==> config.mk <==
export PLATFORM = sky130hd
export DESIGN_NAME = range_wrap_up_down_counter_flat
export DESIGN_NICKNAME = d
export VERILOG_FILES = /design/src/rwudc_pkg.sv /design/src/rwudc_event_if.sv /design/src/rwudc_result_if.sv /design/src/range_wrap_up_down_counter.sv /design/src/rwudc_cfg.sv /design/src/rwudc_ctrl.sv /design/src/rwudc_dp.sv /design/src/flat_wrapper.sv
export VERILOG_INCLUDE_DIRS = /design/src /design/src/src
export SDC_FILE = /design/constraint.sdc
export NUM_CORES = 2
export LEC_CHECK = 0
export CORE_UTILIZATION = 40
export CTS_CLUSTER_SIZE = 10
export DETAILED_ROUTE_END_ITERATION = 12
export DONT_BUFFER_PORTS = 1
export MAX_ROUTING_LAYER = met4
export SYNTH_ARGS = -nofsm -noshare
export SYNTH_HDL_FRONTEND = slang
export SYNTH_SLANG_ARGS = --single-unit
==> constraint.sdc <==
create_clock -name clk -period 4.4 [get_ports clk]
set_input_delay 1.1 -clock clk [delete_from_list [all_inputs] [get_ports clk]]
set_output_delay 1.1 -clock clk [all_outputs]
set_load 0.02 [all_outputs]
==> src/range_wrap_up_down_counter_defines.svh <==
// Assertion macros used by the counter's datapath.
// Each macro expects signals named clk and rst_n in the scope where it is used.
`ifndef RANGE_WRAP_UP_DOWN_COUNTER_DEFINES_SVH
`define RANGE_WRAP_UP_DOWN_COUNTER_DEFINES_SVH

// The consequent must hold in the same cycle as the antecedent.
`define RWUDC_ASSERT_SAME(label, ante, cons, msg) \
    label: assert property (@(posedge clk) disable iff (!rst_n) (ante) |-> (cons)) \
        else $error(msg);

// The consequent must hold in the cycle after the antecedent.
`define RWUDC_ASSERT_NEXT(label, ante, cons, msg) \
    label: assert property (@(posedge clk) disable iff (!rst_n) (ante) |=> (cons)) \
        else $error(msg);

`endif

==> src/rwudc_pkg.sv <==
package rwudc_pkg;

    // Width of the count, the range limits and the steps.
    localparam int COUNT_WIDTH = 32;
    // An exact count plus increment minus decrement needs two extra bits.
    localparam int SUM_WIDTH = COUNT_WIDTH + 2;
    // The range size reaches 2**COUNT_WIDTH, so it needs one extra bit.
    localparam int SIZE_WIDTH = COUNT_WIDTH + 1;
    // Width of the divider step counter; one dividend bit is taken per step.
    localparam int DIV_CNT_WIDTH = $clog2(SUM_WIDTH);

    localparam int REG_COUNT = 6;
    localparam int ADDR_WIDTH = $clog2(REG_COUNT * 4);
    localparam int REG_IDX_WIDTH = ADDR_WIDTH - 2;

    typedef enum logic [REG_IDX_WIDTH-1:0] {
        REG_RANGE_MINIMUM  = 3'd0,
        REG_RANGE_MAXIMUM  = 3'd1,
        REG_WRAP_MODE      = 3'd2,
        REG_INCREMENT_STEP = 3'd3,
        REG_DECREMENT_STEP = 3'd4,
        REG_INITIAL_COUNT  = 3'd5
    } reg_idx_t;

    // Values of the wrap_mode register.
    localparam logic MODE_WRAP     = 1'b0;
    localparam logic MODE_SATURATE = 1'b1;

    localparam logic [COUNT_WIDTH-1:0] RANGE_MINIMUM_RESET  = COUNT_WIDTH'(0);
    localparam logic [COUNT_WIDTH-1:0] RANGE_MAXIMUM_RESET  = COUNT_WIDTH'(10);
    localparam logic                   WRAP_MODE_RESET      = MODE_WRAP;
    localparam logic [COUNT_WIDTH-1:0] INCREMENT_STEP_RESET = COUNT_WIDTH'(1);
    localparam logic [COUNT_WIDTH-1:0] DECREMENT_STEP_RESET = COUNT_WIDTH'(1);
    localparam logic [COUNT_WIDTH-1:0] INITIAL_COUNT_RESET  = COUNT_WIDTH'(0);

    typedef struct packed {
        logic [COUNT_WIDTH-1:0] range_minimum;
        logic [COUNT_WIDTH-1:0] range_maximum;
        logic                   wrap_mode;
        logic [COUNT_WIDTH-1:0] increment_step;
        logic [COUNT_WIDTH-1:0] decrement_step;
    } cfg_t;

    typedef enum logic [2:0] {
        S_IDLE,
        S_CLAMP,
        S_SUM,
        S_PREP,
        S_DIV,
        S_DONE
    } state_t;

    typedef struct packed {
        logic in_ready;
        logic capture;
        logic clamp;
        logic sum;
        logic prep;
        logic div_step;
        logic commit;
    } ctrl_cmd_t;

    typedef struct packed {
        logic inverted;
        logic need_div;
        logic div_last;
        logic out_free;
    } dp_status_t;

endpackage

==> src/rwudc_event_if.sv <==
interface rwudc_event_if;
    logic                                      valid;
    logic                                      ready;
    logic                                      do_increment;
    logic                                      do_decrement;
    logic                                      do_set;
    logic signed [rwudc_pkg::COUNT_WIDTH-1:0]  set_value;

    modport source (
        output valid,
        output do_increment,
        output do_decrement,
        output do_set,
        output set_value,
        input  ready
    );

    modport sink (
        input  valid,
        input  do_increment,
        input  do_decrement,
        input  do_set,
        input  set_value,
        output ready
    );
endinterface

==> src/rwudc_result_if.sv <==
interface rwudc_result_if;
    logic                                      valid;
    logic                                      ready;
    logic signed [rwudc_pkg::COUNT_WIDTH-1:0]  count_out;
    logic                                      range_error;

    modport source (
        output valid,
        output count_out,
        output range_error,
        input  ready
    );

    modport sink (
        input  valid,
        input  count_out,
        input  range_error,
        output ready
    );
endinterface

==> src/range_wrap_up_down_counter.sv <==
// Channel  | Role        | Payload
// ---------+-------------+-----------------------------------------------
// event    | sink        | do_increment, do_decrement, do_set, set_value
// result   | source      | count_out, range_error
// config   | APB slave   | six registers at byte addresses 0, 4, ... 20
//
// A wrapping event goes through the clamp, sum and prep states, 34 steps of
// the radix-2 remainder unit and a commit; then the idle state takes the next
// event. Without a wrap the remainder steps are skipped; an inverted range
// goes from clamp straight to commit. rst_n (asynchronous) restores the
// register defaults and the count. A waiting result lets the next event run
// and stalls it at its commit only while that result is still not taken.

module range_wrap_up_down_counter (
    input  logic                                 clk,
    input  logic                                 rst_n,
    rwudc_event_if.sink                          event_ch,
    rwudc_result_if.source                       result_ch,
    input  logic                                 psel,
    input  logic                                 penable,
    input  logic                                 pwrite,
    input  logic [rwudc_pkg::ADDR_WIDTH-1:0]     paddr,
    input  logic [rwudc_pkg::COUNT_WIDTH-1:0]    pwdata,
    output logic [rwudc_pkg::COUNT_WIDTH-1:0]    prdata,
    output logic                                 pready
);

    // Register file contents that the datapath uses.
    rwudc_pkg::cfg_t       cfg;
    // Commands from the sequencer and status back from the datapath.
    rwudc_pkg::ctrl_cmd_t  cmd;
    rwudc_pkg::dp_status_t status;

    // The configuration registers sit behind a plain APB slave with no wait
    // states; writes are expected only while no event is in flight.
    rwudc_cfg u_cfg (
        .clk     (clk),
        .rst_n   (rst_n),
        .psel    (psel),
        .penable (penable),
        .pwrite  (pwrite),
        .paddr   (paddr),
        .pwdata  (pwdata),
        .prdata  (prdata),
        .pready  (pready),
        .cfg     (cfg)
    );

    // The sequencer walks each event through clamp, sum, limit check, the
    // optional remainder loop and the commit of the new count.
    rwudc_ctrl u_ctrl (
        .clk      (clk),
        .rst_n    (rst_n),
        .in_valid (event_ch.valid),
        .status   (status),
        .cmd      (cmd)
    );

    assign event_ch.ready = cmd.in_ready;

    // The datapath holds the count, the event operands, the remainder unit
    // and the output register.
    rwudc_dp u_dp (
        .clk          (clk),
        .rst_n        (rst_n),
        .cfg          (cfg),
        .cmd          (cmd),
        .status       (status),
        .do_increment (event_ch.do_increment),
        .do_decrement (event_ch.do_decrement),
        .do_set       (event_ch.do_set),
        .set_value    (event_ch.set_value),
        .out_ready    (result_ch.ready),
        .out_valid    (result_ch.valid),
        .count_out    (result_ch.count_out),
        .range_error  (result_ch.range_error)
    );

endmodule

==> src/rwudc_cfg.sv <==
module rwudc_cfg (
    input  logic                                 clk,
    input  logic                                 rst_n,
    input  logic                                 psel,
    input  logic                                 penable,
    input  logic                                 pwrite,
    input  logic [rwudc_pkg::ADDR_WIDTH-1:0]     paddr,
    input  logic [rwudc_pkg::COUNT_WIDTH-1:0]    pwdata,
    output logic [rwudc_pkg::COUNT_WIDTH-1:0]    prdata,
    output logic                                 pready,
    output rwudc_pkg::cfg_t                      cfg
);

    logic [rwudc_pkg::COUNT_WIDTH-1:0]   min_reg;
    logic [rwudc_pkg::COUNT_WIDTH-1:0]   max_reg;
    logic                                wrap_reg;
    logic [rwudc_pkg::COUNT_WIDTH-1:0]   inc_reg;
    logic [rwudc_pkg::COUNT_WIDTH-1:0]   dec_reg;
    logic [rwudc_pkg::COUNT_WIDTH-1:0]   init_reg;
    logic [rwudc_pkg::REG_IDX_WIDTH-1:0] idx;
    logic                                wr_en;

    assign pready = 1'b1;
    assign idx    = paddr[rwudc_pkg::ADDR_WIDTH-1:2];
    assign wr_en  = psel && penable && pwrite && pready;

    always_ff @(posedge clk or negedge rst_n)
    begin
        if (!rst_n)
        begin
            min_reg  <= rwudc_pkg::RANGE_MINIMUM_RESET;
            max_reg  <= rwudc_pkg::RANGE_MAXIMUM_RESET;
            wrap_reg <= rwudc_pkg::WRAP_MODE_RESET;
            inc_reg  <= rwudc_pkg::INCREMENT_STEP_RESET;
            dec_reg  <= rwudc_pkg::DECREMENT_STEP_RESET;
            init_reg <= rwudc_pkg::INITIAL_COUNT_RESET;
        end
        else if (wr_en)
        begin
            unique case (idx)
                rwudc_pkg::REG_RANGE_MINIMUM:  min_reg  <= pwdata;
                rwudc_pkg::REG_RANGE_MAXIMUM:  max_reg  <= pwdata;
                rwudc_pkg::REG_WRAP_MODE:      wrap_reg <= pwdata[0];
                rwudc_pkg::REG_INCREMENT_STEP: inc_reg  <= pwdata;
                rwudc_pkg::REG_DECREMENT_STEP: dec_reg  <= pwdata;
                rwudc_pkg::REG_INITIAL_COUNT:  init_reg <= pwdata;
                default: ;
            endcase
        end
    end

    always_comb
    begin
        unique case (idx)
            rwudc_pkg::REG_RANGE_MINIMUM:  prdata = min_reg;
            rwudc_pkg::REG_RANGE_MAXIMUM:  prdata = max_reg;
            rwudc_pkg::REG_WRAP_MODE:
                prdata = {{(rwudc_pkg::COUNT_WIDTH-1){1'b0}}, wrap_reg};
            rwudc_pkg::REG_INCREMENT_STEP: prdata = inc_reg;
            rwudc_pkg::REG_DECREMENT_STEP: prdata = dec_reg;
            rwudc_pkg::REG_INITIAL_COUNT:  prdata = init_reg;
            default:                       prdata = '0;
        endcase
    end

    assign cfg.range_minimum  = min_reg;
    assign cfg.range_maximum  = max_reg;
    assign cfg.wrap_mode      = wrap_reg;
    assign cfg.increment_step = inc_reg;
    assign cfg.decrement_step = dec_reg;

endmodule

==> src/rwudc_ctrl.sv <==
module rwudc_ctrl (
    input  logic                    clk,
    input  logic                    rst_n,
    input  logic                    in_valid,
    input  rwudc_pkg::dp_status_t   status,
    output rwudc_pkg::ctrl_cmd_t    cmd
);

    rwudc_pkg::state_t state_reg;
    rwudc_pkg::state_t state_next;

    always_ff @(posedge clk or negedge rst_n)
    begin
        if (!rst_n)
        begin
            state_reg <= rwudc_pkg::S_IDLE;
        end
        else
        begin
            state_reg <= state_next;
        end
    end

    always_comb
    begin
        state_next = state_reg;
        cmd        = '0;
        unique case (state_reg)
            rwudc_pkg::S_IDLE:
            begin
                cmd.in_ready = 1'b1;
                if (in_valid)
                begin
                    cmd.capture = 1'b1;
                    state_next  = rwudc_pkg::S_CLAMP;
                end
            end
            rwudc_pkg::S_CLAMP:
            begin
                // An inverted range skips the arithmetic entirely.
                cmd.clamp  = 1'b1;
                state_next = status.inverted ? rwudc_pkg::S_DONE : rwudc_pkg::S_SUM;
            end
            rwudc_pkg::S_SUM:
            begin
                cmd.sum    = 1'b1;
                state_next = rwudc_pkg::S_PREP;
            end
            rwudc_pkg::S_PREP:
            begin
                cmd.prep   = 1'b1;
                state_next = status.need_div ? rwudc_pkg::S_DIV : rwudc_pkg::S_DONE;
            end
            rwudc_pkg::S_DIV:
            begin
                cmd.div_step = 1'b1;
                if (status.div_last)
                begin
                    state_next = rwudc_pkg::S_DONE;
                end
            end
            rwudc_pkg::S_DONE:
            begin
                if (status.out_free)
                begin
                    cmd.commit = 1'b1;
                    state_next = rwudc_pkg::S_IDLE;
                end
            end
            default:
            begin
                state_next = rwudc_pkg::S_IDLE;
            end
        endcase
    end

endmodule

==> src/rwudc_dp.sv <==
`include "range_wrap_up_down_counter_defines.svh"

module rwudc_dp (
    input  logic                                     clk,
    input  logic                                     rst_n,
    input  rwudc_pkg::cfg_t                          cfg,
    input  rwudc_pkg::ctrl_cmd_t                     cmd,
    output rwudc_pkg::dp_status_t                    status,
    input  logic                                     do_increment,
    input  logic                                     do_decrement,
    input  logic                                     do_set,
    input  logic signed [rwudc_pkg::COUNT_WIDTH-1:0] set_value,
    input  logic                                     out_ready,
    output logic                                     out_valid,
    output logic signed [rwudc_pkg::COUNT_WIDTH-1:0] count_out,
    output logic                                     range_error
);

    localparam int CW = rwudc_pkg::COUNT_WIDTH;
    localparam int SW = rwudc_pkg::SUM_WIDTH;
    localparam int ZW = rwudc_pkg::SIZE_WIDTH;
    localparam logic [SW-1:0] ONE_SUM  = {{(SW-1){1'b0}}, 1'b1};
    localparam logic [ZW-1:0] ONE_SIZE = {{(ZW-1){1'b0}}, 1'b1};
    localparam logic [rwudc_pkg::DIV_CNT_WIDTH-1:0] DIV_LAST =
        rwudc_pkg::DIV_CNT_WIDTH'(SW - 1);
    localparam logic [rwudc_pkg::DIV_CNT_WIDTH-1:0] ONE_CNT =
        rwudc_pkg::DIV_CNT_WIDTH'(1);

    function automatic logic [SW-1:0] sext_sum(input logic [CW-1:0] v);
        return {{(SW-CW){v[CW-1]}}, v};
    endfunction

    function automatic logic [SW-1:0] do_inc_term(input logic en, input logic [CW-1:0] v);
        return en ? sext_sum(v) : '0;
    endfunction

    logic [CW-1:0]                      count_reg;
    logic                               inc_reg;
    logic                               dec_reg;
    logic                               set_reg;
    logic [CW-1:0]                      set_value_reg;
    logic [CW-1:0]                      clamp_reg;
    logic                               inv_reg;
    logic [SW-1:0]                      sum_reg;
    logic                               above_reg;
    logic                               below_reg;
    logic [SW-1:0]                      dvd_reg;
    logic [SW-1:0]                      rem_reg;
    logic [ZW-1:0]                      size_reg;
    logic [rwudc_pkg::DIV_CNT_WIDTH-1:0] cnt_reg;
    logic                               out_valid_reg;
    logic [CW-1:0]                      out_count_reg;
    logic                               out_err_reg;

    logic          inverted;
    logic          above;
    logic          below;
    logic [SW-1:0] add_term;
    logic [SW-1:0] sub_term;
    logic [SW-1:0] sum_next;
    logic [SW-1:0] dvd_next;
    logic [ZW-1:0] size_next;
    logic [SW-1:0] trial;
    logic          trial_ge;
    logic [CW-1:0] result;

    assign inverted = $signed(cfg.range_maximum) < $signed(cfg.range_minimum);
    assign above    = $signed(sum_reg) > $signed(sext_sum(cfg.range_maximum));
    assign below    = $signed(sum_reg) < $signed(sext_sum(cfg.range_minimum));

    assign add_term = do_inc_term(inc_reg, cfg.increment_step);
    assign sub_term = do_inc_term(dec_reg, cfg.decrement_step);
    assign sum_next = set_reg ? sext_sum(set_value_reg)
                              : sext_sum(clamp_reg) + add_term - sub_term;

    // Distance past the violated limit, always non-negative when it is used.
    assign dvd_next = above ? (sum_reg - sext_sum(cfg.range_maximum) - ONE_SUM)
                            : (sext_sum(cfg.range_minimum) - ONE_SUM - sum_reg);
    assign size_next = {cfg.range_maximum[CW-1], cfg.range_maximum}
                     - {cfg.range_minimum[CW-1], cfg.range_minimum} + ONE_SIZE;

    // Restoring remainder step: one dividend bit per cycle.
    assign trial    = {rem_reg[SW-2:0], dvd_reg[SW-1]};
    assign trial_ge = trial >= {1'b0, size_reg};

    always_comb
    begin
        if (inv_reg)
        begin
            result = cfg.range_minimum;
        end
        else if (!above_reg && !below_reg)
        begin
            result = sum_reg[CW-1:0];
        end
        else if (cfg.wrap_mode == rwudc_pkg::MODE_SATURATE)
        begin
            result = above_reg ? cfg.range_maximum : cfg.range_minimum;
        end
        else if (above_reg)
        begin
            result = cfg.range_minimum + rem_reg[CW-1:0];
        end
        else
        begin
            result = cfg.range_maximum - rem_reg[CW-1:0];
        end
    end

    always_ff @(posedge clk or negedge rst_n)
    begin
        if (!rst_n)
        begin
            count_reg     <= rwudc_pkg::INITIAL_COUNT_RESET;
            out_valid_reg <= 1'b0;
        end
        else if (cmd.commit)
        begin
            count_reg     <= result;
            out_valid_reg <= 1'b1;
        end
        else if (out_ready)
        begin
            out_valid_reg <= 1'b0;
        end
    end

    always_ff @(posedge clk)
    begin
        if (cmd.capture)
        begin
            inc_reg       <= do_increment;
            dec_reg       <= do_decrement;
            set_reg       <= do_set;
            set_value_reg <= set_value;
        end
        if (cmd.clamp)
        begin
            inv_reg <= inverted;
            if ($signed(count_reg) > $signed(cfg.range_maximum))
            begin
                clamp_reg <= cfg.range_maximum;
            end
            else if ($signed(count_reg) < $signed(cfg.range_minimum))
            begin
                clamp_reg <= cfg.range_minimum;
            end
            else
            begin
                clamp_reg <= count_reg;
            end
        end
        if (cmd.sum)
        begin
            sum_reg <= sum_next;
        end
        if (cmd.prep)
        begin
            above_reg <= above;
            below_reg <= below;
            dvd_reg   <= dvd_next;
            size_reg  <= size_next;
            rem_reg   <= '0;
            cnt_reg   <= '0;
        end
        if (cmd.div_step)
        begin
            rem_reg <= trial_ge ? (trial - {1'b0, size_reg}) : trial;
            dvd_reg <= {dvd_reg[SW-2:0], 1'b0};
            cnt_reg <= cnt_reg + ONE_CNT;
        end
        if (cmd.commit)
        begin
            out_count_reg <= result;
            out_err_reg   <= inv_reg;
        end
    end

    assign status.inverted = inverted;
    assign status.need_div = (cfg.wrap_mode == rwudc_pkg::MODE_WRAP) && (above || below);
    assign status.div_last = cnt_reg == DIV_LAST;
    assign status.out_free = !out_valid_reg || out_ready;

    assign out_valid   = out_valid_reg;
    assign count_out   = out_count_reg;
    assign range_error = out_err_reg;

    `RWUDC_ASSERT_SAME(a_rem_below_size, cmd.div_step, rem_reg < {1'b0, size_reg},
        "divider remainder reached the range size")
    `RWUDC_ASSERT_SAME(a_commit_slot_free, cmd.commit, !out_valid_reg || out_ready,
        "result committed over an untaken result")
    `RWUDC_ASSERT_NEXT(a_inverted_holds_min, cmd.commit && inv_reg,
        out_err_reg && (count_reg == $past(cfg.range_minimum)),
        "inverted range did not hold the count at the minimum")

endmodule

==> src/flat_wrapper.sv <==
// flat-port wrapper written by rule: the top's interface ports become plain ports
module range_wrap_up_down_counter_flat 
  (clk, rst_n, psel, penable, pwrite, paddr, pwdata, prdata, pready, event_ch_valid, event_ch_do_increment, event_ch_do_decrement, event_ch_do_set, event_ch_set_value, event_ch_ready, result_ch_valid, result_ch_count_out, result_ch_range_error, result_ch_ready);
  rwudc_event_if event_ch_i ();
  rwudc_result_if result_ch_i ();
  input  logic clk;
  input  logic rst_n;
  input  logic psel;
  input  logic penable;
  input  logic pwrite;
  input  logic [rwudc_pkg::ADDR_WIDTH-1:0] paddr;
  input  logic [rwudc_pkg::COUNT_WIDTH-1:0] pwdata;
  output logic [rwudc_pkg::COUNT_WIDTH-1:0] prdata;
  output logic pready;
  input wire logic [$bits(event_ch_i.valid)-1:0] event_ch_valid;
  input wire logic [$bits(event_ch_i.do_increment)-1:0] event_ch_do_increment;
  input wire logic [$bits(event_ch_i.do_decrement)-1:0] event_ch_do_decrement;
  input wire logic [$bits(event_ch_i.do_set)-1:0] event_ch_do_set;
  input wire logic [$bits(event_ch_i.set_value)-1:0] event_ch_set_value;
  output wire logic [$bits(event_ch_i.ready)-1:0] event_ch_ready;
  output wire logic [$bits(result_ch_i.valid)-1:0] result_ch_valid;
  output wire logic [$bits(result_ch_i.count_out)-1:0] result_ch_count_out;
  output wire logic [$bits(result_ch_i.range_error)-1:0] result_ch_range_error;
  input wire logic [$bits(result_ch_i.ready)-1:0] result_ch_ready;
  assign event_ch_i.valid = event_ch_valid;
  assign event_ch_i.do_increment = event_ch_do_increment;
  assign event_ch_i.do_decrement = event_ch_do_decrement;
  assign event_ch_i.do_set = event_ch_do_set;
  assign event_ch_i.set_value = event_ch_set_value;
  assign event_ch_ready = event_ch_i.ready;
  assign result_ch_valid = result_ch_i.valid;
  assign result_ch_count_out = result_ch_i.count_out;
  assign result_ch_range_error = result_ch_i.range_error;
  assign result_ch_i.ready = result_ch_ready;
  range_wrap_up_down_counter u_core (.clk(clk), .rst_n(rst_n), .event_ch(event_ch_i), .result_ch(result_ch_i), .psel(psel), .penable(penable), .pwrite(pwrite), .paddr(paddr), .pwdata(pwdata), .prdata(prdata), .pready(pready));
endmodule
==> results.yml <==
status:
  status: "finished with violations"
  violations: "setup timing"
grt:
  grt_pass1_wl_um: 185000
  grt_max_degree: 198
  antenna_found_initial: 0
  grt_usage_pct: 26.9
  grt_pass1_vias: 29900
  grt.overflow.total: 0
synthesis:
  synth_seq_cells: 440
  yosys.cell_count.top_type: "nand2_1"
  synth_edf_count: 242
  seq_area_frac_synth_pct: 33.6
  synth_top_area_share_pct: 20.0
  yosys-top-cells-count: "nand2_1, ha_1, inv_1"
  syn-num-nets: 4451
  synth_warnings: 0
  yosysUniqueCellTypes: 101
  synth_top_flop_cell: "edfxtp_1"
  yosys.area.top_type: "edfxtp_1"
  avgSynthCellArea_um2: 9.20
  synthCells: 3957
  synth.cell_area_mm2: 0.0364
  async_reset_ff_share_pct: 44.8
  synth_area_leaders: "edfxtp_1, dfrtp_1, ha_1"
floorplan:
  coreArea_mm2: 0.0900
  ios: 147
  die_width_um: 304
  initial_core_util_pct: 40.4
  die_area_mm2: 0.0922
  row_count: 110
  die_h_um: 304
clocking:
  clk_path_buf_depth: 3
  clkSinkCount: 440
  htreeDepth: 2
  insertion_delay_ps: 630
  cts_tree: "yes"
  clkTransAtPathRegs_ps: 60
  cts_root_buffer: "clkbuf_16"
  cts_buffers: 54
power_and_ir_drop:
  net-switching-power_mw: 15.1
  vdd_drop_max_mv: 0.563
  p_sw_share_pct: 46.7
  power_density_mw_per_mm2: 780
  internal-power_mw: 17.2
  p_leak_nw: 18.3
  power_mw: 32.3
  seqPwrFrac_pct: 23.0
  pwr-share-clk_pct: 13.6
  p_comb_share_pct: 63.3
placement:
  dp_hpwl_um: 98000
  place.gp.congestion: 0.954
  dp.cells: 5248
  pre_cts_ws_ps: -492
  io_buffers: 0
worst_setup_path:
  worstPathCellList: "or4_4, or3_4, nor4_4, and2b_2, nand3_4, nor2_4, nand2_2, xnor2_1, ha_1, and3_4, buf_6, a221o_1, o21bai_4, a21boi_2, o21ai_2, a21oi_2, o41ai_2, xnor2_1, nor2_1, a221o_1"
  worstPathRequired_ps: 4780
  critical_path.top_delay_family: "simple AND/OR/NAND/NOR gates"
  worstPathBufferInverterCount: 1
  crit_path_end_kind: "flop"
  worstPathMaxFanout: 3
  worstSetupPathType: "flop to flop"
  cp.arrival_ps: 5030
  max_stage_delay_ps: 550
  cp-start-kind: "flop"
  crit_slowest_cell: "or4_4"
drt:
  drt-vias-per-instance: 5.73
  wl_per_cell_um: 22.9
  drt-total-wl_um: 123000
  drc: 0
  drt_pass1_iterations: 5
  vias: 30700
  antenna_left: 0
  initialDrtViolationCount: 2573
timing:
  drv_slew: 0
  hold_violations: 0
  grt_setup_unrepaired: "yes"
  fmax_mhz: 215
  finalClockSkew_ps: 24.1
  period_share_pct: 106
  period_needed_ps: 4650
  setup_viol_count_final: 9
  maxSlewHeadroom_pct: 25.0
  layout_setup_ws_ps: -249
  tightest_slew_ps: 1130
final_layout:
  areaGrowthSynthToFinish_pct: 13.8
  nets: 4636
  drive_gt1_share_pct: 14.3
  fin_cells: 5363
hold_path:
  worstHoldPathType: "input port to async pin"
run:
  cap_viol_max_count: 0
-- placed cells by master, fill, tap and decap left out, types with 13 or more instances in the layout --
cell / Yosys / layout
a21o_1: 107 / 107
clkbuf_1: 123 / 30
inv_1: 360 / 360
nand4_1: 42 / 42
o21a_1: 28 / 28
mux2_2: 135 / 135
xor2_1: 80 / 79
and3_1: 26 / 25
nor2b_1: 36 / 36
o31ai_1: 18 / 17
nor3_1: 47 / 44
buf_4: 1 / 263
a31oi_1: 37 / 35
edfxtp_1: 242 / 242
o22ai_1: 20 / 20
clkbuf_16: 0 / 56
nand2_1: 379 / 376
o21bai_1: 23 / 21
nand2b_1: 49 / 48
nor2_1: 282 / 272
nand3_1: 58 / 58
mux2i_1: 75 / 74
o21ai_0: 280 / 273
dfrtp_1: 193 / 193
mux4_2: 31 / 31
xnor2_1: 138 / 138
a22oi_1: 44 / 44
a211o_1: 16 / 16
or3_1: 15 / 13
a21oi_1: 313 / 307
a211oi_1: 43 / 42
o211ai_1: 20 / 20
and2_1: 46 / 45
ha_1: 362 / 361
fa_1: 53 / 53
-- logic make-up after synthesis --
family	Yosys count	share of synthesized area (%)
adders and majority gates	415	15.4
and+or+nand+nor	1054	13.6
xor gates and xnor gates	218	5.25
AOI/OAI and AO/OA	1082	18.8
DFF	440	33.6
muxes	241	8.16
buffers and inverters	506	5.28
other	1	0.0103
-- final timing paths --
kind                                          from                         to  slack [ps]  cells after the start
max reg2reg                u_core.u_cfg.min_reg[3]    u_core.u_dp.dvd_reg[32]        -250                     20
min                                          rst_n   u_core.u_cfg.init_reg[1]         180                      0
min in group clk            u_core.u_dp.dvd_reg[0]     u_core.u_dp.dvd_reg[0]         480                      2
max in group asynchronous                    rst_n  u_core.u_dp.count_reg[20]        3780                      0
min reg2reg                 u_core.u_dp.dvd_reg[0]     u_core.u_dp.dvd_reg[0]         480                      2
max                        u_core.u_cfg.min_reg[3]    u_core.u_dp.dvd_reg[32]        -250                     20
-- layout make-up --
type / instances / area, µm²
timing repair buffer: 273 / 2160
antenna: 1 / 2.50
clock buffer: 91 / 1580
inverter: 362 / 1360
clock inverter: 9 / 123
fill: 8819 / 48600
sequential: 440 / 12200
tap: 1176 / 1470
multi-input combinational: 3011 / 22500
-- power by group through the flow --
stage | Sequential, mW | Clock [mW] | Combinational, mW
4_1_cts | 7.39 | 4.50 | 20.1
2_1_floorplan | 6.98 | 0 | 14.0
3_3_place_gp | 7.43 | 0 | 19.7
3_5_place_dp | 7.44 | 0 | 19.8
5_1_grt | 7.55 | 4.62 | 22.5
6_report | 7.44 | 4.41 | 20.5
-- what timing repair did --
| item | 4_1_cts | 5_1_grt |
|---|---|---|
| resized for setup | 19 | 28 |
| hold buffers | 0 | 0 |
| pin swaps | 5 | 16 |
| setup buffers | 12 | 3 |
| cloned | 0 | 0 |
| endpoints found under the setup margin | 10 | 19 |
-- stage by stage --
step	cell area (µm²)	TNS, ps	utilization, %	hold WS [ps]
after detailed placement	39400	-2070	43.8	474
after global routing	41400	-2810	46.0	143
after CTS	41300	-1210	45.9	141
final	41400	-1340	46.0	176
after floorplan	36400	-46.8	-	424
after global placement	39400	-2050	43.8	467
-- layer usage --
layer  wire [µm]  global-route usage (%)  share of wire (%)
met1       57100                    37.3                 47
met2       54400                    41.5                 44
met3        7750                    3.20                6.3
met4        3300                    6.81                2.7
met5           0                       -                  0
No activity file was read; power rests on OpenSTA's default activity.
